<file path="config.mk">
export PLATFORM = sky130hd
export DESIGN_NAME = asms_div
export DESIGN_NICKNAME = d
export VERILOG_FILES = /design/src/rtl/asms_pkg.sv /design/src/rtl/asms_div.sv
export SDC_FILE = /design/constraint.sdc
export NUM_CORES = 1
export LEC_CHECK = 0
export BUFFER_PORTS_ARGS = -buffer_cell sky130_fd_sc_hd__buf_4
export CORE_MARGIN = 2
export CORE_UTILIZATION = 44
export CTS_CLUSTER_DIAMETER = 100
export DETAILED_ROUTE_END_ITERATION = 6
export PLACE_DENSITY_LB_ADDON = 0.2
export SYNTH_ARGS = -nofsm -noshare
export SYNTH_HDL_FRONTEND = slang
export SYNTH_SLANG_ARGS = --single-unit
</file>
<file path="constraint.sdc">
create_clock -name clk_i -period 4.1 [get_ports clk_i]
set_clock_uncertainty 0.1 [all_clocks]
set_input_delay 0.82 -clock clk_i [delete_from_list [all_inputs] [get_ports clk_i]]
set_output_delay 0.82 -clock clk_i [all_outputs]
set_load 0.05 [all_outputs]
</file>
<file path="src/rtl/asms_pkg.sv">
// shared constants, types and tables for the annular sector membership block
package asms_pkg;

  // configuration of the datapath
  localparam int CORDIC_STAGES = 16;
  localparam int COORD_WIDTH   = 16;

  // widths derived from the coordinate width
  localparam int XW   = COORD_WIDTH + 10;                // cordic x/y, signed
  localparam int ZW   = 25;                              // angle accumulator, signed
  localparam int PW   = XW - 1 + 16;                     // radius product
  localparam int RW   = COORD_WIDTH + 1;                 // radius, unsigned integer
  localparam int DW   = (RW + 1 > 17) ? RW + 1 : 17;     // radial distance math
  localparam int AW   = 15;                              // angle in 1/64 degree
  localparam int NUMW = 17;                              // divider numerator
  localparam int DENW = 16;                              // divider denominator
  localparam int QW   = 15;                              // quotient bits below 1.0

  // pipeline depths
  localparam int CORDIC_LAT = CORDIC_STAGES + 3;
  localparam int DIV_LAT    = QW + 1;
  localparam int PIPE_DEPTH = CORDIC_LAT + 1 + DIV_LAT;

  // angle and gain constants
  localparam logic [AW-1:0]        FULL_TURN     = 15'd23040;
  localparam logic signed [ZW-1:0] ACC_HALF_TURN = 25'sd2949120;
  localparam logic signed [ZW-1:0] ACC_FULL_TURN = 25'sd5898240;
  localparam logic [15:0]          INV_GAIN_Q16  = 16'd39798;
  localparam logic [15:0]          ONE_Q15       = 16'd32768;

  // configuration register indexes
  localparam logic [1:0] REG_MIN_RADIUS  = 2'd0;
  localparam logic [1:0] REG_MAX_RADIUS  = 2'd1;
  localparam logic [1:0] REG_START_ANGLE = 2'd2;
  localparam logic [1:0] REG_END_ANGLE   = 2'd3;

  // arctangent of 2^-i in 1/16384 degree
  function automatic logic signed [ZW-1:0] atan_f(input int i);
    logic signed [ZW-1:0] v;
    begin
      unique case (i)
        0:  v = 25'sd737280;
        1:  v = 25'sd435242;
        2:  v = 25'sd229970;
        3:  v = 25'sd116736;
        4:  v = 25'sd58595;
        5:  v = 25'sd29326;
        6:  v = 25'sd14667;
        7:  v = 25'sd7334;
        8:  v = 25'sd3667;
        9:  v = 25'sd1833;
        10: v = 25'sd917;
        11: v = 25'sd458;
        12: v = 25'sd229;
        13: v = 25'sd115;
        14: v = 25'sd57;
        15: v = 25'sd29;
        16: v = 25'sd14;
        17: v = 25'sd7;
        18: v = 25'sd4;
        19: v = 25'sd2;
        20: v = 25'sd1;
        default: v = '0;
      endcase
      return v;
    end
  endfunction

endpackage

</file>
<file path="src/rtl/asms_div.sv">
// pipelined restoring divider for a q0.15 ratio clamped to 1.0
module asms_div (
  input  logic                        clk_i,
  input  logic                        en_i,
  input  logic [asms_pkg::NUMW-1:0]   num_i,
  input  logic [asms_pkg::DENW-1:0]   den_i,
  output logic [15:0]                 quo_o
);

  localparam int N = asms_pkg::QW;

  logic [asms_pkg::DENW-1:0] rem_q [0:N];
  logic [asms_pkg::DENW-1:0] den_q [0:N];
  logic [N-1:0]              q_q   [0:N];
  logic                      sat_q [0:N];
  logic                      zero_q [0:N];

  // ratio of one or more saturates, zero range gives zero
  always_ff @(posedge clk_i) begin
    if (en_i) begin
      rem_q[0]  <= num_i[asms_pkg::DENW-1:0];
      den_q[0]  <= den_i;
      q_q[0]    <= '0;
      sat_q[0]  <= num_i >= asms_pkg::NUMW'(den_i);
      zero_q[0] <= den_i == '0;
    end
  end

  // one quotient bit per stage
  for (genvar j = 0; j < N; j++) begin : g_step
    logic [asms_pkg::DENW:0] r2;
    logic                    ge;
    assign r2 = {rem_q[j], 1'b0};
    assign ge = r2 >= {1'b0, den_q[j]};
    always_ff @(posedge clk_i) begin
      if (en_i) begin
        rem_q[j+1]  <= ge ? asms_pkg::DENW'(r2 - {1'b0, den_q[j]})
                          : r2[asms_pkg::DENW-1:0];
        den_q[j+1]  <= den_q[j];
        q_q[j+1]    <= {q_q[j][N-2:0], ge};
        sat_q[j+1]  <= sat_q[j];
        zero_q[j+1] <= zero_q[j];
      end
    end
  end

  always_comb begin
    priority if (zero_q[N]) begin
      quo_o = '0;
    end else if (sat_q[N]) begin
      quo_o = asms_pkg::ONE_Q15;
    end else begin
      quo_o = {1'b0, q_q[N]};
    end
  end

endmodule

</file>
======== After elaboration in Yosys (flattened, before gate mapping) ========
Memories as Yosys holds them, arrays and structs flattened.
Index checks and enable logic that the tools add are counted.
word-level totals
  output and inout bits ................... 16
  memories kept ........................... 5
  input bits .............................. 35
  register bits ........................... 0
  RAM bits ................................ 784
memory list
  name    words  bits a word  rd ports  clocked after Yosys merged registers in  write ports  line            RTL
  den_q   16     16           15        0                                        16           asms_div.sv:13  logic [asms_pkg::DENW-1:0] den_q [0:N];
  rem_q   16     16           15        0                                        16           asms_div.sv:12  logic [asms_pkg::DENW-1:0] rem_q [0:N];
  q_q     16     15           16        0                                        16           asms_div.sv:14  logic [N-1:0] q_q [0:N];
  sat_q   16     1            16        0                                        16           asms_div.sv:15  logic sat_q [0:N];
  zero_q  16     1            16        0                                        16           asms_div.sv:16  logic zero_q [0:N];
cells by class
  multiplexer cells ....................... 19
  reduce and logical (&&, ||, !) cells .... 1
  add/sub/neg operators ................... 15
  magnitude comparators ................... 16
operator list
  cell                                          number
  greater-or-equal comparator 17 x 16 -> 1 bit  16
  2-to-1 mux 16 bit                             17
  subtractor 16 bit                             15
  zero test 16 bit                              1
  2-to-1 mux 1 bit                              2

======== Logic depth before layout (Yosys ltp) ========
An unclocked memory read counts as a cell.
  word-level depth ........................ 3
  depth in mapped cells ................... 12
  mapped depth without buffers ............ 10

======== Worst setup path after synthesis ========
No wires, ideal clock.
  kind .................................... register to register
  from .................................... memory den_q[0][113] (netlist bit)
  to ...................................... memory rem_q[1][10] (netlist bit), data pin
  buffers on the path ..................... 1
  stages on the path, launching flop included .. 12
  arrival ................................. 2.821 ns
  period minus slack after synthesis ...... 3.182 ns
  setup slack ............................. 0.918 ns
  cell sequence ........................... edfxtp_1 > inv_1 > ha_1 > nor2b_1 > o21ai_1 > a21oi_1 > o41ai_2 > a21oi_1 > or3_4 > a311oi_4 > buf_6 > mux2_4
RTL lines
  item             line
  start, declared  asms_div.sv:13
  end, declared    asms_div.sv:12

==> key figures <==
Timing
  • Slew headroom: 30.6%
  • RSZ-0062 raised after global routing: no
  • Fin. max-slew vios: 0
  • Endpoints failing setup: 0
  • Setup WS post-layout: 0.571 ns
  • Fin. Hold Viols: 0
  • FMAX: 0.283 GHz
  • Final worst path period need: about 3.5 ns
  • Worst Tran Pin Value: 1.01 ns
  • Fin crit share: 86.1%
  • TNS Setup: 0 ns

Critical path
  • Arr. time, crit path: roughly 3.8 ns
  • R2R Setup Slk: 0.57 ns
  • Setup CP Type: flip-flop to flip-flop
  • Critical R2R Launch: den_q[1][33]$_DFFE_PP_
  • Max FO, Critical Path: 16
  • Crit path from: den_q[1][33]$_DFFE_PP_
  • Crit. End Element: flip-flop
  • Startpoint Class: flip-flop
  • Register-to-Register Path Depth: 10
  • CP required: 4.35 ns

Power
  • Pwr Density: 755 nW/µm²
  • Max VDD drop: between 0.3 and 0.4 mV
  • Leakage dissipation: 14.9 nW
  • Post-layout power: 28.0 mW

Floorplan
  • Initial Util: 44.4%
  • Width of the die: 278 µm
  • Core ar.: 74,600 µm²
  • I/O pins: 51
  • DIE AREA: 77,500 µm²
  • Row cnt: 100
  • Die height: 278 µm

Cells and area
  • Area Overhead vs Synth: 12.1%
  • Non-Filler Instances: 3,789
  • Finished layout cell area: between 30,000 and 40,000 µm²
  • Layout Nets: 3,070
  • Commonest cells after routing, fill and taps aside: edfxtp_1, inv_1, ha_1
  • Leading cell type in the layout, fill and taps excluded: edfxtp_1
  • Layout cells sized above 1: a little under an eighth
  • N_diodes: 0

Synth
  • Mapped Cells: between 2,000 and 3,000
  • Top FF cell, synth: edfxtp_1
  • Sequential fraction of the synthesis area: between 50% and 60%
  • Post-synth EDFFs: approximately 630
  • Synth Register Bits: 632
  • Syn_nets: 2,950
  • Asr flop ratio synth: 0%
  • Synth Warn #: 0
  • Synthesized area per cell: 12.5 µm²
  • Netlist Area Pre-Place: 33,100 µm²
  • Cell variety after synth: 74

CTS
  • Root buffer cell: clkbuf_16
  • Max H-tree Level: 3
  • Worst-Skew Late Latency: 0.61 ns
  • Total CTS buffers: 72
  • CTS tree: built
  • Hold_buf cts: 0
  • Clock slew seen by the registers of the worst setup and hold paths: 0.06 ns
  • Clk buf depth: 3
  • Clock sinks: 632
  • Post-CTS setup buffer count: 0
  • Resized cells post-CTS: 0

Placement
  • Post-DP HPWL: 50,400 µm
  • Place WS: 0.592 ns
  • Port Buf Inserts: 50
  • Placed cell count: 3,661
  • Final GP Congestion: 0.885
  • Area post-placement: 34,900 µm²

Detailed routing
  • WL/cell: 18.1 µm
  • DRC: 0
  • Vias: 20,400
  • Via/cell ratio: roughly 5.4
  • DRT antenna net count: 0
  • Routed WL: between 60,000 and 70,000 µm
  • TritonRoute pass-1 iters: 5
  • Initial drt markers: 1,714

Global routing
  • Grt ovf: 0
  • Global-route wire length before repair: about 110,000 µm
  • Largest net degree at the start of global routing: 96
  • Vias in the first global route: 20,300
  • Initial antenna violation count: 0
  • Tot GR Track Use: 17.7%

Status
  • Status: completed

Worst hold path
  • Hold WC Path Type: input pin to flip-flop
  • Hold Crit Start: num_i[15]
  • Hold path depth: 1

Job
  • MaxCap Viol Count: 0
synth_stat cells (8+ instances only):
cell,count,area share (%)
a21o_1,51,1.2
o21bai_1,17,0.39
a211oi_1,19,0.43
or3_1,11,0.21
mux2i_1,11,0.33
o21ai_0,134,2.0
nor3_1,27,0.41
nand2b_1,33,0.62
ha_1,255,9.6
inv_1,312,3.5
nor2_1,146,1.7
nand3_1,23,0.35
o21a_1,50,1.1
a21oi_1,158,2.4
nor2b_1,47,0.89
o211ai_1,12,0.27
mux2_2,137,4.7
nor4_1,11,0.21
and2_1,25,0.47
buf_2,8,0.12
xor2_1,63,1.7
fa_1,14,0.85
a31oi_1,25,0.47
nand4_1,28,0.53
clkbuf_1,19,0.22
o31a_1,11,0.29
a21boi_0,12,0.27
xnor2_1,92,2.4
edfxtp_1,632,57
nand2_1,120,1.4
o31ai_1,22,0.50
sequential cells by signal, summed over array words and instances (netlist names):
register  count
sat_q        16
den_q       240
q_q         120
zero_q       16
rem_q       240
cell families after synthesis:
| kind of cell | share of synthesized area, % |
|---|---|
| mux | 5.30 |
| simple gates | 7.42 |
| compound gates | 11.5 |
| buf+inv | 3.93 |
| flops | 57.3 |
| xor+xnor | 4.10 |
| fa+ha+maj | 10.5 |
stage by stage:
step	utilization, %	hold WS (ns)
3_5_place_dp	46.8	0.305
4_1_cts	49.8	0.251
5_1_grt	49.8	0.263
3_3_place_gp	46.8	0.301
6_report	49.8	0.293
2_1_floorplan	-	0.300
power by group:
group          total, mW  switching, mW  leakage (nW)  internal (mW)
Clock               6.19           2.55          1.10           3.64
Combinational       11.5           6.03          7.61           5.42
Sequential          10.4          0.963          6.18           9.43
worst paths after layout:
check,to
max reg2reg,rem_q[1][50]$_DFFE_PP_
max,rem_q[1][50]$_DFFE_PP_
min,rem_q[0][15]$_DFFE_PP_
min reg2reg,zero_q[1]$_DFFE_PP_
metal layers:
| layer | wire length, µm | global-route usage, % | vias up |
|---|---|---|---|
| met5 | 0 | 0 | - |
| met3 | 2850 | 2.55 | 105 |
| met4 | 1650 | 5.82 | 0 |
| li1 | - | - | 10000 |
| met2 | 33100 | 30.1 | 437 |
| met1 | 30800 | 23.3 | 9798 |
cell type report:
class | instances | area, µm²
fillers | 6510 | 37400
clock buffers | 91 | 1920
well taps | 969 | 1210
multi-input cells | 1672 | 12900
clock inverters | 37 | 342
repair buffers | 76 | 641
inverters | 312 | 1170
flip-flops and latches | 632 | 19000
worst max-delay path: stages, from the launching register on:
cell	delay (ns)
edfxtp_1	0.42
inv_1	0.08
ha_1	0.23
nor2b_1	0.15
nor3_1	0.21
o21bai_1	0.11
a21o_1	0.25
a211o_1	0.36
a31oi_1	0.31
a21o_1	0.65
mux2_2	0.40
No activity file was read; power rests on OpenSTA's default activity.
