$ cat src/rtl/asms_pkg.sv
// shared constants, types and tables for the annular sector membership block
package asms_pkg;

  // configuration of the datapath
  localparam int CORDIC_STAGES = 16;
  localparam int COORD_WIDTH   = 16;

  // widths derived from the coordinate width
  localparam int XW   = COORD_WIDTH + 10;                // cordic x/y, signed
  localparam int ZW   = 25;                              // angle accumulator, signed
  localparam int PW   = XW - 1 + 16;                     // radius product
  localparam int RW   = COORD_WIDTH + 1;                 // radius, unsigned integer
  localparam int DW   = (RW + 1 > 17) ? RW + 1 : 17;     // radial distance math
  localparam int AW   = 15;                              // angle in 1/64 degree
  localparam int NUMW = 17;                              // divider numerator
  localparam int DENW = 16;                              // divider denominator
  localparam int QW   = 15;                              // quotient bits below 1.0

  // pipeline depths
  localparam int CORDIC_LAT = CORDIC_STAGES + 3;
  localparam int DIV_LAT    = QW + 1;
  localparam int PIPE_DEPTH = CORDIC_LAT + 1 + DIV_LAT;

  // angle and gain constants
  localparam logic [AW-1:0]        FULL_TURN     = 15'd23040;
  localparam logic signed [ZW-1:0] ACC_HALF_TURN = 25'sd2949120;
  localparam logic signed [ZW-1:0] ACC_FULL_TURN = 25'sd5898240;
  localparam logic [15:0]          INV_GAIN_Q16  = 16'd39798;
  localparam logic [15:0]          ONE_Q15       = 16'd32768;

  // configuration register indexes
  localparam logic [1:0] REG_MIN_RADIUS  = 2'd0;
  localparam logic [1:0] REG_MAX_RADIUS  = 2'd1;
  localparam logic [1:0] REG_START_ANGLE = 2'd2;
  localparam logic [1:0] REG_END_ANGLE   = 2'd3;

  // arctangent of 2^-i in 1/16384 degree
  function automatic logic signed [ZW-1:0] atan_f(input int i);
    logic signed [ZW-1:0] v;
    begin
      unique case (i)
        0:  v = 25'sd737280;
        1:  v = 25'sd435242;
        2:  v = 25'sd229970;
        3:  v = 25'sd116736;
        4:  v = 25'sd58595;
        5:  v = 25'sd29326;
        6:  v = 25'sd14667;
        7:  v = 25'sd7334;
        8:  v = 25'sd3667;
        9:  v = 25'sd1833;
        10: v = 25'sd917;
        11: v = 25'sd458;
        12: v = 25'sd229;
        13: v = 25'sd115;
        14: v = 25'sd57;
        15: v = 25'sd29;
        16: v = 25'sd14;
        17: v = 25'sd7;
        18: v = 25'sd4;
        19: v = 25'sd2;
        20: v = 25'sd1;
        default: v = '0;
      endcase
      return v;
    end
  endfunction

endpackage

$ cat src/rtl/asms_cordic.sv
// pipelined vectoring cordic: radius and angle of a point
module asms_cordic (
  input  logic                                   clk_i,
  input  logic                                   en_i,
  input  logic signed [asms_pkg::COORD_WIDTH-1:0] x_i,
  input  logic signed [asms_pkg::COORD_WIDTH-1:0] y_i,
  output logic [asms_pkg::AW-1:0]                ang_o,
  output logic [asms_pkg::RW-1:0]                rad_o
);

  localparam int S = asms_pkg::CORDIC_STAGES;

  logic signed [asms_pkg::XW-1:0] x_q [0:S];
  logic signed [asms_pkg::XW-1:0] y_q [0:S];
  logic signed [asms_pkg::ZW-1:0] z_q [0:S];
  logic                           org_q [0:S];

  // fold into the right half plane and scale
  logic signed [asms_pkg::XW-1:0] xe, ye;
  logic                           neg;
  assign xe  = asms_pkg::XW'(x_i);
  assign ye  = asms_pkg::XW'(y_i);
  assign neg = x_i[asms_pkg::COORD_WIDTH-1];

  always_ff @(posedge clk_i) begin
    if (en_i) begin
      x_q[0]   <= (neg ? -xe : xe) <<< 8;
      y_q[0]   <= (neg ? -ye : ye) <<< 8;
      z_q[0]   <= neg ? asms_pkg::ACC_HALF_TURN : '0;
      org_q[0] <= (x_i == '0) && (y_i == '0);
    end
  end

  // one rotation per stage
  for (genvar k = 0; k < S; k++) begin : g_iter
    logic signed [asms_pkg::XW-1:0] xs, ys;
    assign xs = x_q[k] >>> k;
    assign ys = y_q[k] >>> k;
    always_ff @(posedge clk_i) begin
      if (en_i) begin
        if (y_q[k] > 0) begin
          x_q[k+1] <= x_q[k] + ys;
          y_q[k+1] <= y_q[k] - xs;
          z_q[k+1] <= z_q[k] + asms_pkg::atan_f(k);
        end else begin
          x_q[k+1] <= x_q[k] - ys;
          y_q[k+1] <= y_q[k] + xs;
          z_q[k+1] <= z_q[k] - asms_pkg::atan_f(k);
        end
        org_q[k+1] <= org_q[k];
      end
    end
  end

  // angle wrap and rounding to 1/64 degree
  logic signed [asms_pkg::ZW-1:0] zw;
  logic [asms_pkg::ZW-1:0]        asum;
  logic [asms_pkg::ZW-9:0]        afull;
  logic [asms_pkg::AW-1:0]        ang_d;
  always_comb begin
    priority if (z_q[S] < 0) begin
      zw = z_q[S] + asms_pkg::ACC_FULL_TURN;
    end else if (z_q[S] >= asms_pkg::ACC_FULL_TURN) begin
      zw = z_q[S] - asms_pkg::ACC_FULL_TURN;
    end else begin
      zw = z_q[S];
    end
    asum  = $unsigned(zw) + asms_pkg::ZW'(128);
    afull = asum[asms_pkg::ZW-1:8];
    if (org_q[S] || afull >= (asms_pkg::ZW-8)'(asms_pkg::FULL_TURN)) begin
      ang_d = '0;
    end else begin
      ang_d = afull[asms_pkg::AW-1:0];
    end
  end

  // gain correction product
  logic [asms_pkg::PW-1:0] prod_q;
  logic [asms_pkg::AW-1:0] ang1_q;
  always_ff @(posedge clk_i) begin
    if (en_i) begin
      prod_q <= asms_pkg::PW'($unsigned(x_q[S][asms_pkg::XW-2:0]))
              * asms_pkg::PW'(asms_pkg::INV_GAIN_Q16);
      ang1_q <= ang_d;
    end
  end

  // round the radius to an integer
  logic [asms_pkg::PW:0] rsum;
  assign rsum = {1'b0, prod_q} + (asms_pkg::PW+1)'(1 << 23);

  always_ff @(posedge clk_i) begin
    if (en_i) begin
      rad_o <= rsum[24 +: asms_pkg::RW];
      ang_o <= ang1_q;
    end
  end

endmodule

$ cat config.mk
export PLATFORM = sky130hd
export DESIGN_NAME = asms_cordic
export DESIGN_NICKNAME = d
export VERILOG_FILES = /design/src/rtl/asms_pkg.sv /design/src/rtl/asms_cordic.sv
export SDC_FILE = /design/constraint.sdc
export NUM_CORES = 2
export LEC_CHECK = 0
export ABC_AREA = 1
export ABC_CLOCK_PERIOD_IN_PS = 6100
export BUFFER_PORTS_ARGS = -buffer_cell sky130_fd_sc_hd__buf_2
export CORE_UTILIZATION = 65
export CTS_CLUSTER_SIZE = 16
export DETAILED_ROUTE_END_ITERATION = 10
export PLACE_DENSITY = 0.84
export SYNTH_ARGS = -nofsm -noshare
export SYNTH_HDL_FRONTEND = slang
export SYNTH_SLANG_ARGS = --single-unit
$ cat constraint.sdc
create_clock -name clk_i -period 6.1 [get_ports clk_i]
set_input_delay 0.61 -clock clk_i [delete_from_list [all_inputs] [get_ports clk_i]]
set_output_delay 0.61 -clock clk_i [all_outputs]
set_load 0.005 [all_outputs]
; ---- Yosys cells after proc, flatten, opt, wreduce, memory -nomap -nowiden
; Memory sizes are Yosys's and may differ from the RTL's.
; Index checks and enable logic that the tools add are counted.
; W data, S select, Z words.
[totals]
ramBits = 1326
inputBits = 34
out_inout_bits = 32
wordCells = 332
regBits = 87
n_memories = 4
[op_classes]
multipliers = 1
bitwise = 48
reduce_logical = 4
n_addsub = 101
order_cmp = 19
mux = 151
[mem_list]
columns = memory, words, word_bits, read_ports, rd_clocked_by_memory_dff, wr, line_no
row1 = x_q, 17, 26, 17, 0, 17, asms_cordic.sv:13  ; logic signed [asms_pkg::XW-1:0] x_q [0:S];
row2 = y_q, 17, 26, 16, 0, 17, asms_cordic.sv:14  ; logic signed [asms_pkg::XW-1:0] y_q [0:S];
row3 = z_q, 17, 25, 17, 0, 17, asms_cordic.sv:15  ; logic signed [asms_pkg::ZW-1:0] z_q [0:S];
row4 = org_q, 17, 1, 17, 0, 17, asms_cordic.sv:16  ; logic org_q [0:S];
[op_table]
columns = cell, count
row1 = $mux W26, 32
row2 = $mux W25, 18
row3 = $gt A26 B1 Y1 const B, 16
row4 = $mux W1, 98
row5 = $add A26 B11 Y26, 2
row6 = $add A26 B12 Y26, 2
row7 = $add A26 B13 Y26, 2
row8 = $add A26 B14 Y26, 2
row9 = $add A26 B15 Y26, 2
row10 = $add A26 B16 Y26, 2
row11 = $add A26 B17 Y26, 2
row12 = $add A26 B18 Y26, 2
row13 = $add A26 B19 Y26, 2
row14 = $add A26 B20 Y26, 2
row15 = $add A26 B21 Y26, 2
row16 = $add A26 B22 Y26, 2
row17 = $add A26 B23 Y26, 2
row18 = $add A26 B24 Y26, 2
row19 = $add A26 B25 Y26, 2
row20 = $sub A26 B11 Y26, 2
row21 = $sub A26 B12 Y26, 2
row22 = $sub A26 B13 Y26, 2
row23 = $sub A26 B14 Y26, 2
row24 = $sub A26 B15 Y26, 2
row25 = 58 further kinds, 120

; ---- Logic depth before layout (Yosys ltp)
; An unclocked memory read counts as a cell.
[logic_depth]
word_depth = 7
mapped_depth = 28
ltp_nobuf = 28

; ---- Least setup slack after synthesis
; Ideal clock, no wire load.
[synth_path]
path_type = reg2reg
from = memory x_q[16][19] (netlist bit)
to = register prod_q[37] (netlist bit) (data pin)
t_arrival_ns = 5.018
t_required_ns = 5.835
slack_ns = 0.817
setup_time_ns = 0.265
n_path_buf = 0
stages_incl_launch_ff = 19
path_cell_list = edfxtp_1 -> inv_1 -> fa_1 -> fa_1 -> inv_1 -> fa_1 -> fa_1 -> fa_1 -> inv_1 -> fa_1 -> inv_1 -> ha_1 -> nand2_1 -> nor4_1 -> nand3_1 -> nand3_1 -> a21oi_1 -> o21ai_0 -> xor2_1
[synth_lines]
columns = element, line_no
row1 = "start, declared", asms_cordic.sv:13
row2 = "end signal, assigned", asms_cordic.sv:82  ; prod_q <= asms_pkg::PW'($unsigned(x_q[S][asms_pkg::XW-2:0]))
row3 = "end, declared", asms_cordic.sv:78  ; logic [asms_pkg::PW-1:0] prod_q;

==> results_dict.tcl <==
set metrics [dict create \
    num_rows 150 \
    die_area_um2 171000 \
    finalMaxSlewViolations 0 \
    grt_max_degree 161 \
    gp_congestion 1.03 \
    whs_ns 0.0603 \
    synth_area_per_cell_um2 8.36 \
    syn_inst 13100 \
    synth_edf_count 1222 \
    fin_crit_ns 5.77 \
    ys_types 67 \
    ys_ff_latch 1222 \
    drive_gt1_share_pct 3.47 \
    start_kind "flip-flop" \
    synthTopCellsByArea "edfxtp_1 (33%), ha_1 (14%), nand2_1 (8.1%), xor2_1 (7.9%), inv_1 (5.8%)" \
    critPathLaunch "x_q[16][6]" \
    dpl.hpwl_um 252000 \
    cts-root-buf "clkbuf_16" \
    maxCapViolations 0 \
    met3_length_um 26800 \
    run_status "completed" \
    rsz0062_at_grt "no" \
    min_path_type "input pin to flip-flop" \
    synth_area_leader_cell "edfxtp_1" \
    start_util_pct 65.6 \
    finalNetCount 14800 \
    synth-async-reset-ratio_pct 0 \
    crit_fanout 6 \
    synth_top_flop_cell "edfxtp_1" \
    cp.arrival_ns 6.32 \
    die_x_um 413 \
    insertion_delay_ns 0.83 \
    tightest_slew_ns 1.12 \
    top_layer "met5" \
    grt_pass1_wl_um 490000 \
    yosys_warnings 0 \
    grt-ovfl-total 0 \
    wl_per_cell_um 20.1 \
    max_freq_mhz 173 \
    syn_area_um2 110000 \
    crit_end "prod_q[31]" \
    period_share_pct 94.5 \
    reg2reg_to "prod_q[31]" \
    dr.pass1.iters 7 \
    drc 0 \
    grt_pass1_vias 91500 \
    post_cts_buffers 0 \
    synth_top_cell_area_share_pct 33.4 \
    ys_seq_area_share_pct 33.4 \
    r2r-start "x_q[16][6]" \
    antenna_found_initial 7 \
    setup_viol 0 \
    path_class "flip-flop to flip-flop" \
    cts_buffers 141 \
    cts_tree "yes" \
    drtIter0Drc 10200 \
    clk_pin_slew_ns 0.07 \
    die_h_um 413 \
    wl_met1_um 130000 \
    drtAntennaViolNets 0 \
    grt_use_total_pct 36.2 \
    reg2regPathDepth 19 \
    finalHoldViolCount 0 \
    tns_ns 0 \
    relSlewSlack_pct 25.0 \
    cp.required_ns 6.66 \
    clockBufferDepth 3 \
    coreArea_um2 168000 \
    vias 95200 \
    clock_sinks 1222 \
    fin_skew_ns 0.0384 \
    routed_via_density 6.09 \
    wl_met2_um 144000 \
    ios 66 \
    areaGrowthSynthToFinish_pct 7.28 \
    io_buffers 65 \
    fill_cells 13000 \
    wl_um 314000 \
    htreeDepth 4 \
    crit_path_end_kind "flip-flop" \
    r2r_slack_ns 0.33 \
]
registers in the layout (all words and copies together), names as in the netlist:
| register | count |
|---|---|
| ang1_q | 15 |
| z_q | 348 |
| ang_o | 15 |
| rad_o | 17 |
| org_q | 17 |
| y_q | 383 |
| x_q | 409 |
| prod_q | 18 |
cell families (layout without fill, tap and decap cells):
| kind of cell | after synthesis | after routing | synth area share (%) |
|---|---|---|---|
| AND/OR/NAND/NOR | 4591 | 4591 | 17.5 |
| AO/OA/AOI/OAI | 2644 | 2644 | 13.5 |
| buffers and inverters | 1806 | 2091 | 6.24 |
| XOR/XNOR | 1454 | 1454 | 11.7 |
| adder cells (fa/ha/maj) | 1431 | 1431 | 17.6 |
| flip-flops | 1222 | 1222 | 33.4 |
| other | 1 | 4 | 0.00341 |
through the flow:
step           area, um2  worst slack (ns)  utilization (%)  cells
6_report          118000             0.335             70.4  15600
5_1_grt           118000            0.0376             70.4  15600
4_1_cts           118000             0.114             70.3  15600
3_5_place_dp      113000             0.144             67.5  15400
3_3_place_gp      113000             0.289             67.5  15400
2_1_floorplan     110000             0.817                -  13200
metal layers:
layer / vias to the layer above / global-route usage [%]
met5: - / 0
met4: 2 / 14.4
met3: 843 / 6.25
met2: 4360 / 58.8
met1: 44700 / 47.8
li1: 45300 / -
worst max-delay path, stage by stage (launching register included):
cell and delay (ns):
edfxtp_1 0.47, inv_1 0.18, fa_1 0.56, fa_1 0.57, inv_1 0.06, fa_1 0.49
inv_1 0.04, fa_1 0.47, inv_1 0.06, fa_1 0.56, fa_1 0.43, ha_1 0.33
nand2_1 0.10, nor2_1 0.16, inv_1 0.08, nor4_2 0.31, buf_4 0.18, a21oi_1 0.11
o21ai_0 0.25, xor2_1 0.10
cells in the mapped netlist (all sizes together) (55+ instances only):
library cell,number
nor4,111
nand2,2398
o31ai,75
a21boi,62
a21o,121
clkbuf,55
o21ai,782
nand3,481
nor3,257
nand4,155
o21a,69
edfxtp,1222
a21oi,1219
fa,197
xnor2,460
xor2,986
a31oi,87
o21bai,97
ha,1234
nor2,1125
inv,1704
worst min path at each step:
stage / start / slack [ns] / end / cells after the start
6_report: x_i[0] / 0.06 / x_q[0][8] / 1
5_1_grt: x_i[0] / 0.04 / x_q[0][8] / 1
4_1_cts: x_i[0] / 0.02 / x_q[0][8] / 1
3_5_place_dp: org_q[0][11] / 0.41 / org_q[0][12] / 0
3_3_place_gp: org_q[0][3] / 0.40 / org_q[0][4] / 0
2_1_floorplan: ang1_q[0] / 0.40 / ang_o[0] / 0
placed cells by master (no fill, tap or decap), types with 197 or more instances in the layout:
cell	netlist	routed
nand3_1	474	474
fa_1	197	197
inv_1	1691	1689
xor2_1	986	986
ha_1	1234	1234
nor2_1	1099	1099
nor3_1	249	249
xnor2_1	459	459
a21oi_1	1219	1217
edfxtp_1	1222	1222
nand2_1	2379	2379
o21ai_0	746	746
area by class of cell:
cell class                      instances  area [um2]  share of cell area (%)
Multi-Input combinational cell      10100       66400                    56.3
Sequential cell                      1222       36700                    31.1
Inverter                             1707        6410                    5.43
Clock buffer                          165        3720                    3.16
Tap cell                             2204        2760                    2.34
Clock inverter                         94        1060                   0.895
Timing Repair Buffer                  125         876                   0.743
Antenna cell                            2        5.00                 0.00424
what timing repair did:
| item | in CTS | in global routing |
|---|---|---|
| endpoints found under the setup margin | 0 | 6 |
| hold buffers | 1 | 0 |
| endpoints found under the hold margin | 1 | 0 |
| gates resized for setup | 0 | 7 |
Power is not shown: default switching activity piles up to over one toggle a cycle in this logic, so the estimate is an artifact.
